<file path="config.mk">
export PLATFORM = sky130hd
export DESIGN_NAME = cfl_iter_unit
export DESIGN_NICKNAME = d
export VERILOG_FILES = /design/src/rtl/core/cfl_timestep_min_macros.svh /design/src/rtl/core/cfl_pkg.sv /design/src/rtl/core/cfl_iter_unit.sv
export SDC_FILE = /design/constraint.sdc
export NUM_CORES = 1
export LEC_CHECK = 0
export BUFFER_PORTS_ARGS = -buffer_cell sky130_fd_sc_hd__buf_4
export CAP_MARGIN = 5
export CORE_MARGIN = 5
export CORE_UTILIZATION = 32
export CTS_CLUSTER_DIAMETER = 60
export CTS_CLUSTER_SIZE = 28
export DETAILED_ROUTE_END_ITERATION = 10
export PLACE_DENSITY = 0.46
export SLEW_MARGIN = 20
export SYNTH_ARGS = -nofsm -noshare
export SYNTH_HDL_FRONTEND = slang
export SYNTH_SLANG_ARGS = --single-unit
</file>
<file path="constraint.sdc">
create_clock -name clk_i -period 4.75 [get_ports clk_i]
set_input_delay 0.475 -clock clk_i [delete_from_list [all_inputs] [get_ports clk_i]]
set_output_delay 0.475 -clock clk_i [all_outputs]
set_load 0.01 [all_outputs]
</file>
<file path="src/rtl/core/cfl_timestep_min_macros.svh">
// Assertion macros shared by the timestep-minimum RTL.
`ifndef CFL_TIMESTEP_MIN_MACROS_SVH
`define CFL_TIMESTEP_MIN_MACROS_SVH

// Same-cycle implication, disabled during reset.
`define CFL_ASSERT_NOW(label, ante, cons, msg) \
  label: assert property (@(posedge clk_i) disable iff (!rst_ni) (ante) |-> (cons)) \
    else $error(msg);

// Next-cycle implication, disabled during reset.
`define CFL_ASSERT_NEXT(label, ante, cons, msg) \
  label: assert property (@(posedge clk_i) disable iff (!rst_ni) (ante) |=> (cons)) \
    else $error(msg);

`endif

</file>
<file path="src/rtl/core/cfl_pkg.sv">
// Shared types, constants and helpers of the timestep-minimum block.
package cfl_pkg;

  localparam int FracBits  = 16;
  localparam int DataW     = 32;
  localparam int ResW      = 31;
  localparam int NumW      = 49;
  localparam int DenW      = 32;
  localparam int SqrtW     = 48;
  localparam int SqrtSteps = SqrtW / 2;
  localparam int MulAW     = 33;
  localparam int MulBW     = 32;
  localparam int ProdW     = MulAW + MulBW;
  localparam int CntW      = 5;

  localparam logic [ResW-1:0] MaxRes = '1;

  localparam logic [17:0] GammaRst   = 18'd91750;
  localparam logic [30:0] DxRst      = 31'd6554;
  localparam logic [16:0] CourantRst = 17'd32768;
  localparam logic [17:0] GammaOne   = 18'(1 << FracBits);

  typedef enum logic [1:0] {
    REG_GAMMA   = 2'd0,
    REG_DX      = 2'd1,
    REG_COURANT = 2'd2
  } cfl_reg_e;

  typedef enum logic {
    OP_DIV  = 1'b0,
    OP_SQRT = 1'b1
  } cfl_op_e;

  typedef struct packed {
    logic            start;
    cfl_op_e         op;
    logic [NumW-1:0] num;
    logic [DenW-1:0] den;
  } cfl_unit_req_t;

  typedef struct packed {
    logic busy;
    logic done;
  } cfl_unit_stat_t;

  // Magnitude of a two's complement word, as an unsigned word.
  function automatic logic [DataW-1:0] mag32(logic [DataW-1:0] x);
    logic [DataW-1:0] r;
    r = x[DataW-1] ? (~x + DataW'(1)) : x;
    return r;
  endfunction

endpackage

</file>
<file path="src/rtl/core/cfl_iter_unit.sv">
// Shared shift-subtract unit: saturating divide and integer square root.
module cfl_iter_unit (
  input  logic                   clk_i,
  input  logic                   rst_ni,
  input  cfl_pkg::cfl_unit_req_t req_i,
  output cfl_pkg::cfl_unit_stat_t stat_o,
  output logic [cfl_pkg::ResW-1:0] result_o
);

  localparam int HiW = cfl_pkg::NumW - cfl_pkg::ResW;

  logic                          busy_q;
  logic                          done_q;
  cfl_pkg::cfl_op_e              op_q;
  logic [cfl_pkg::CntW-1:0]      cnt_q;
  logic [cfl_pkg::SqrtW-1:0]     acc_q;
  logic [cfl_pkg::SqrtW-1:0]     res_q;
  logic [cfl_pkg::SqrtW-1:0]     bit_q;

  logic [HiW-1:0]                num_hi;
  logic                          div_sat;
  logic [cfl_pkg::DenW:0]        rem2;
  logic                          div_ge;
  logic [cfl_pkg::DenW:0]        rem_sub;
  logic [cfl_pkg::SqrtW-1:0]     sq_t;
  logic                          sq_ge;

  // Saturation check and one step of each operation
  assign num_hi  = req_i.num[cfl_pkg::NumW-1:cfl_pkg::ResW];
  assign div_sat = cfl_pkg::DenW'(num_hi) >= req_i.den;
  assign rem2    = {acc_q[cfl_pkg::DenW-1:0], res_q[cfl_pkg::ResW-1]};
  assign div_ge  = rem2 >= {1'b0, bit_q[cfl_pkg::DenW-1:0]};
  assign rem_sub = rem2 - {1'b0, bit_q[cfl_pkg::DenW-1:0]};
  assign sq_t    = res_q + bit_q;
  assign sq_ge   = acc_q >= sq_t;

  // Run the iterations
  always_ff @(posedge clk_i or negedge rst_ni) begin
    if (!rst_ni) begin
      busy_q <= 1'b0;
      done_q <= 1'b0;
      op_q   <= cfl_pkg::OP_DIV;
      cnt_q  <= '0;
      acc_q  <= '0;
      res_q  <= '0;
      bit_q  <= '0;
    end else begin
      done_q <= 1'b0;
      if (req_i.start) begin
        op_q <= req_i.op;
        if (req_i.op == cfl_pkg::OP_SQRT) begin
          acc_q  <= req_i.num[cfl_pkg::SqrtW-1:0];
          res_q  <= '0;
          bit_q  <= cfl_pkg::SqrtW'(1) << (cfl_pkg::SqrtW - 2);
          cnt_q  <= cfl_pkg::CntW'(cfl_pkg::SqrtSteps);
          busy_q <= 1'b1;
        end else if (div_sat) begin
          res_q  <= cfl_pkg::SqrtW'(cfl_pkg::MaxRes);
          done_q <= 1'b1;
        end else begin
          acc_q  <= cfl_pkg::SqrtW'(num_hi);
          res_q  <= cfl_pkg::SqrtW'(req_i.num[cfl_pkg::ResW-1:0]);
          bit_q  <= cfl_pkg::SqrtW'(req_i.den);
          cnt_q  <= cfl_pkg::CntW'(cfl_pkg::ResW);
          busy_q <= 1'b1;
        end
      end else if (busy_q) begin
        if (op_q == cfl_pkg::OP_SQRT) begin
          if (sq_ge) begin
            acc_q <= acc_q - sq_t;
            res_q <= (res_q >> 1) + bit_q;
          end else begin
            res_q <= res_q >> 1;
          end
          bit_q <= bit_q >> 2;
        end else begin
          acc_q <= div_ge ? cfl_pkg::SqrtW'(rem_sub) : cfl_pkg::SqrtW'(rem2);
          res_q <= {res_q[cfl_pkg::SqrtW-2:0], div_ge};
        end
        cnt_q <= cnt_q - cfl_pkg::CntW'(1);
        if (cnt_q == cfl_pkg::CntW'(1)) begin
          busy_q <= 1'b0;
          done_q <= 1'b1;
        end
      end
    end
  end

  assign stat_o.busy = busy_q;
  assign stat_o.done = done_q;
  assign result_o    = res_q[cfl_pkg::ResW-1:0];

endmodule

</file>
==> results of run 1 <==
## layout make-up
cell class	count	area, um^2
fill	5571	30100
multi-input combinational	1949	14600
timing repair buffer	585	4950
sequential	144	3600
tap	748	936
clock buffer	18	439
inverter	105	394
clock inverter	13	113
antenna	2	5.00
## cells in the final DEF (no fill, tap or decap), types with 25 or more instances in the layout
master	n
ha_1	170
nand2_1	244
buf_6	36
nand4_1	39
xnor2_1	80
dfrtp_1	143
a21oi_2	47
a21oi_1	185
o21a_1	33
nor2b_1	26
o21bai_1	27
o21ai_1	39
nor2_1	141
inv_1	104
o21ai_0	158
nand3_1	44
buf_4	517
xor2_1	60
o211ai_1	25
a21o_1	83
mux2i_1	42
## per-stage QoR
stage / total power, mW / instances / hold slack (ns) / utilization [%] / setup TNS (ns)
floorplan: 11.0 / 2360 / 0.179 / - / 0
global placement: 17.3 / 3452 / 0.514 / 39.8 / -68.63
detailed placement: 17.3 / 3452 / 0.528 / 39.8 / -78.04
CTS: 20.9 / 3540 / 0.0779 / 43.6 / -53.81
global route: 23.9 / 3562 / 0.121 / 45.4 / -66.73
finish: 22.5 / 3564 / 0.0510 / 45.4 / -51.05
## registers in the layout (all words and copies together), names as in the netlist
register and count:
acc_q 48, res_q 48, bit_q 40, cnt_q 5, busy_q 1, done_q 1
op_q 1
## worst paths after layout
check	from	endpoint	slack [ns]	cells after the start
hold / removal	rst_ni	acc_q[6]	0.05	1
setup / recovery	res_q[0]	res_q[31]	-0.68	23
setup reg to reg	res_q[0]	res_q[31]	-0.68	23
min in group clk_i	req_i[31]	bit_q[31]	0.20	3
max in group asynchronous	rst_ni	op_q	3.73	2
hold reg to reg	cnt_q[0]	cnt_q[0]	0.54	1
## critical path, cell delays in order (launching register included)
cell and delay (ns):
dfrtp_1 0.42, ha_4 0.18, fa_2 0.42, a21oi_4 0.16
o211ai_1 0.14, a31oi_2 0.27, o211ai_1 0.20, buf_4 0.21
buf_4 0.14, a21o_1 0.18, a21oi_1 0.17, xor2_1 0.34
ha_1 0.34, nand4_1 0.18, nor4_2 0.37, buf_4 0.19
nand3_1 0.09, o2bb2ai_2 0.16, o211a_4 0.17, buf_12 0.13
buf_12 0.14, or3_4 0.35, a31o_2 0.21, a211oi_2 0.17
## logic make-up after synthesis
family / synth area share (%)
compound gates: 32.5
simple gates: 17.6
buf+inv: 6.64
fa+ha+maj: 13.1
xor+xnor: 7.13
flops: 20.2
mux: 2.77
## metal layers
layer	share of wire (%)	routed length (um)	GRT usage, %
met5	0.015	13	0
met4	3.2	2860	8.30
met3	6.8	6080	4.99
met2	44	38700	44.2
met1	46	41200	40.8
## power breakdown
group / leakage (nW) / internal (mW) / switching (mW) / total [mW]
logic: 9.31 / 8.96 / 10.0 / 19.0
clock network: 0.256 / 0.727 / 0.687 / 1.41
registers: 1.83 / 1.63 / 0.491 / 2.12
## timing repair
item,CTS,global route
gates resized for setup,218,191
setup endpoints to repair,96,96
gates cloned,12,0
pin swaps,111,159
setup buffers,48,34
==> impl_summary.md, run 1 <==
Outcome
The run finished, with violations left. The final reports fail on setup timing.

Layout
After routing the design area is between 0.02 and 0.025 mm^2. In the final layout, the share of cells above drive strength 1 is 31.4%. The area growth from synthesis to layout is 40.3%.

The layout net count is 3,071.

Clocking
The H-tree was split into 4 levels. The library cell used as clock root buffer is clkbuf_16. The clock reaches the later pin of the worst-skew pair after 0.51 ns. CTS saw 144 sinks. The clock passes through at most 2 buffers. The clock tree from TritonCTS is done.

The clock-pin transition on the worst setup and hold timing paths is 0.07 ns. Hold repair after CTS inserted 0 buffers. The number of buffers inserted during clock tree synthesis is 17.

Die
The site row count is 86. The initial utilization of the core area, before any placement, comes to about 32%. The total core area is 0.0551 mm^2. The count of pins on the block boundary is 118. The die outline width is around 250 um. The die height is 246 um. The floorplan step defined a die boundary enclosing 0.0605 mm^2.

Timing
Setup violations remaining at the end of the flow were counted as 96. At the pin with the least slew margin, the transition time is 1.20 ns. Timing would allow up to 0.184 GHz. Once routing completed, OpenROAD measured the worst setup slack at -0.684 ns. After layout, the minimum clock period comes to 5.43 ns.

Setup repair after global routing could not meet its margin everywhere. The share of the clock period used by the worst path is 114%. In this run the tightest slew margin relative to its limit is 19.9%. The final count of pins violating max slew is 0.

The final hold violation count is 0. The clock skew after layout is between 0.015 and 0.02 ns.

Place
The worst setup timing slack at the placement stage is -1.47 ns. The area after detailed placement is 0.0220 mm^2. The placed wire-length estimate after detailed placement is slightly below 70 mm.

In this run the tool buffered the top-level ports with between 100 and 150 buffer cells. The final estimated routing congestion in global placement is 0.941.

Routing
The post-detailed-route wirelength per cell is approximately 25 um. Wires add up to 88.8 mm. The count of nets left with antenna violations after detail routing is 0. Using the TritonRoute via totals, the vias-per-cell ratio works out to 5.74.

The via total after detailed routing is between 20k and 25k. The detailed-route DRC error count is 0. The iteration count of the initial detailed-routing pass is 8. The count of routing violations after the opening detailed-route iteration is approximately 1.7k.

Synthesis
The fraction of registers with async set/reset is 100%. Synthesis produced 2,360 cells. The post-synthesis sequential area ratio is 20.2%. The largest area contributor in the netlist is dfrtp_1.

The top cell type by area accounts for 20.2% of the synthesized area. The number of storage elements in the synthesis netlist is 144. The number of nets in the synthesized netlist is 2,629. The number of enable flip-flop cells after synthesis is 0. In the post-synthesis netlist, the cell with the most instances is nand2_1. In the synthesized netlist the dominant register cell turns out to be dfrtp_1. For this run, the number of Yosys warnings is 0. Each instance of the synthesized netlist takes up on average 7.55 um^2. In the synthesized netlist, the cells that appear most often are 261 x nand2_1, 239 x a21oi_1, 206 x o21ai_0, 180 x ha_1, 169 x nor2_1.

The number of unique standard cell types used by synthesis is 86. The summed instance area of the synthesized netlist is 0.0178 mm^2. Ranked by total cell area, the synthesized netlist is headed by dfrtp_1 20%, ha_1 13%, a21oi_1 6.7%.

GRT
Entering global routing, the biggest net connects between 80 and 90 pins. The number of antenna violations at the first check in global routing is 1. The number of global-route vias before repair is 19.8k. The global route total overflow is 0. The global-route wire length before repair is 130 mm.

The total global routing track utilization is approximately 29%.

Setup path
The critical path in this run is classified as reg -> reg. The highest fanout seen on the critical path is 8. The kind of end point of the critical path is a register. For the worst setup path, the data required time is 5.17 ns. For the worst setup path, the data arrival time is about 5.9 ns. The worst setup path is launched from a register.

Job
The max-capacitance violation count is 0.

Power
Summed over all cells, the static leakage comes to 11.4 nW. The areal power density over the cells is about 900 mW/mm^2. VDD sags by at most 0.567 mV.

Hold path
The worst min-delay path category is in -> async.
No activity file was read; power rests on OpenSTA's default activity.
==> run 2, diff against run 1 <==
- PLACE_DENSITY: 0.46 -> 0.45
- clock period: 4.75 -> 5.45 ns (I/O delays scaled with it)
==> impl_summary.md, run 2 (synthesis results as in run 1) <==
Clocking
The H-tree was split into 4 levels. The clock tree from TritonCTS is done. The library cell used as clock root buffer is clkbuf_16. After clock tree synthesis, the flow added hold-fix buffers numbering 0. Counting along the longest clock path gives a buffer depth of 2. The clock reaches the later pin of the worst-skew pair after 0.50 ns. After clock tree synthesis, the clock-pin slew on the worst setup and hold paths is 0.08 ns. The number of buffers inserted during clock tree synthesis is 17.

The total clock sinks is 144.

Layout
In the layout the commonest cells are 400 x buf_4, 254 x nand2_1, 207 x a21oi_1. The layout net count is around 2.9k. From synthesis to final layout, the design area changed by 29.4%. The post-route non-filler standard cell count is 3,416. The share of the core filled with cells is 41.9%. The number of antenna diodes in the final layout is 0. The largest registers in the layout are acc_q x48, res_q x48, bit_q x40. Counting the fill cells in the layout gives roughly 5.7k. The layout cell share with drive strength beyond 1 is 24.6%.

Leaving out fill and tap cells, the most frequent cell in the layout is buf_4.

Die
The floorplan has 86 rows. The initial cell density of the core is 32.3%. The count of pins on the block boundary is 118. The die footprint is just over 0.06 mm^2. The die outline width is 246 um. The die height is 246 um.

The total core area is 0.0551 mm^2.

Timing
Between clock sinks in the finished design, the worst skew comes to 0.0198 ns. After layout, the minimum clock period comes to 5.41 ns. The final hold violation count came to 0. The slew at the pin closest to its max-slew limit is 1.24 ns. The final count of pins violating max slew was 0.

Timing would allow up to 0.185 GHz. The setup total negative slack is 0 ns. Across all hold checks on the routed design, the worst slack comes to 0.00960 ns. Headroom to the max-slew limit came out at between 10% and 20%. The worst path uses 99.3% of the clock period. Setup repair after global routing could not meet its margin everywhere.

The final setup violation count is 0.

GRT
For this run, the total global-route usage over all layers was measured as 26.8%. The number of antenna violations at the first check in global routing is 0. The number of global-route vias before repair is between 15k and 20k. The met1 track demand over resource is 40.2%.

Entering global routing, the biggest net connects 81 pins. Global routing used 39.7% of the available met2 tracks. Summed over all layers, the global routing overflow is 0.

The highest-utilization routing layer at the global route stage is met1. The routing usage on met3 is 5.03%. The global-route wire length before repair is approximately 120 mm.

Job
The max-capacitance violation count is 0.

Setup path
The cell type group with the largest total delay on the critical path is compound AO/OA/AOI/OAI gates. The critical path goes through ha_1, buf_4, buf_4, a21o_1, a21o_1, a311oi_2, o21ai_2, o31ai_4, o21ai_2, a2111oi_2, buf_4, o31ai_1, xnor2_1, ha_1, nand4_1, nor4_2, nand3_1, o2bb2ai_2, o211a_4, buf_12, or3_1, a31o_2, a211oi_2. The worst setup path is launched from a register. The number of buffers and inverters on the critical path is 4. The largest stage delay on the critical path is roughly 0.4 ns. The cell with the biggest individual delay on the critical path is dfrtp_1. By instance count, the cell type seen most on the critical path is buf_4.

STA classifies the critical path endpoint as a register. The worst setup path is of the reg -> reg kind. For the worst setup path, the data arrival time is 5.83 ns. Along the worst path, the maximum fanout reaches 9.

For the worst setup path, the data required time is 5.87 ns.

Outcome
The run finished with clean final reports.

Routing
The iteration count of the initial detailed-routing pass is 5. In the routed design, unresolved DRC markers number 0. In the final routed layout, each cell accounts on average for between 20 and 30 um. Once detail routing completed, the nets flagged for antenna violations numbered 0. The ratio of routed vias to standard cells is 5.78.

The routed design has 85.7 mm of wire. The count of routing violations after the opening detailed-route iteration is about 1.9k. The via total after detailed routing is between 15k and 20k.

Power
The areal power density over the cells is 749 mW/mm^2. The post-route total power is 17.3 mW. VDD sags by at most 0.355 mV. The leakage power summed over all cells is 10.5 nW.

Place
Once placement completed, the tool counted placed cells totaling between 3k and 4k. The number of input and output port buffers inserted is 117. Detailed placement ended at an HPWL of 67.3 mm. The final estimated routing congestion in global placement is 0.940.

Hold path
In this run the worst hold path is classified as in -> async.
-- run 2: cell types whose count changed in the layout (fill, tap and decap cells not counted), sizes merged, moves of 2 or more --
cell,change
clkbuf,+5
diode,-2
inv,+3
buf,-153
clkinvlp,-3
-- run 2: worst register-to-register path, stage by stage, from the launching register on --
cell	delay, ns
dfrtp_1	0.39
ha_1	0.32
buf_4	0.14
buf_4	0.14
a21o_1	0.15
a21o_1	0.20
a311oi_2	0.28
o21ai_2	0.17
o31ai_4	0.35
o21ai_2	0.11
a2111oi_2	0.38
buf_4	0.19
o31ai_1	0.09
xnor2_1	0.15
ha_1	0.31
nand4_1	0.17
nor4_2	0.36
nand3_1	0.14
o2bb2ai_2	0.15
o211a_4	0.21
buf_12	0.17
or3_1	0.37
a31o_2	0.26
a211oi_2	0.16
-- run 2: cell type report --
cell class,instances,area [um^2],area share (%)
inverters,105,394,1.71
clock buffers,18,429,1.86
multi-input cells,1950,14000,60.6
repair buffers,437,3580,15.5
clock inverters,14,131,0.570
flip-flops and latches,144,3610,15.6
well taps,748,936,4.06
-- run 2: metal layers --
| metal | part of all wire (%) | up-vias |
|---|---|---|
| met4 | 2.3 | 0 |
| met2 | 43 | 736 |
| met1 | 48 | 9673 |
| li1 | - | 9237 |
| met5 | 0 | - |
| met3 | 7.5 | 90 |
-- run 2: what timing repair did --
| item | in CTS | in global routing |
|---|---|---|
| resized for setup | 28 | 194 |
| buffers inserted | 4 | 29 |
| endpoints found under the hold margin | 0 | 0 |
| pin swaps | 14 | 102 |
| setup endpoints to repair | 96 | 96 |
| cloned | 0 | 10 |
-- run 2: path summary, 6_finish.rpt --
| kind | slack (ns) | to | startpoint | cells past startpoint |
|---|---|---|---|---|
| max reg2reg | 0.04 | res_q[31] | res_q[15] | 23 |
| min in group clk_i | 0.31 | bit_q[31] | req_i[31] | 3 |
| min reg2reg | 0.52 | acc_q[35] | acc_q[35] | 2 |
| max | 0.04 | res_q[31] | res_q[15] | 23 |
| min | 0.01 | res_q[7] | rst_ni | 1 |
| max in group asynchronous | 4.43 | res_q[40] | rst_ni | 2 |
-- run 2: power breakdown --
group | leakage (nW) | total (mW) | switching [mW] | internal, mW
clock | 0.269 | 1.23 | 0.592 | 0.634
sequential | 1.83 | 1.89 | 0.476 | 1.42
combinational | 8.40 | 14.2 | 7.81 | 6.34
-- run 2: through the flow --
| stage | area (um^2) | worst slack [ns] |
|---|---|---|
| after floorplan | 17800 | 0.277 |
| after global placement | 21100 | -0.463 |
| after detailed placement | 21100 | -0.407 |
| after CTS | 21800 | 0.0180 |
| after global routing | 23100 | -0.222 |
| final | 23100 | 0.0366 |
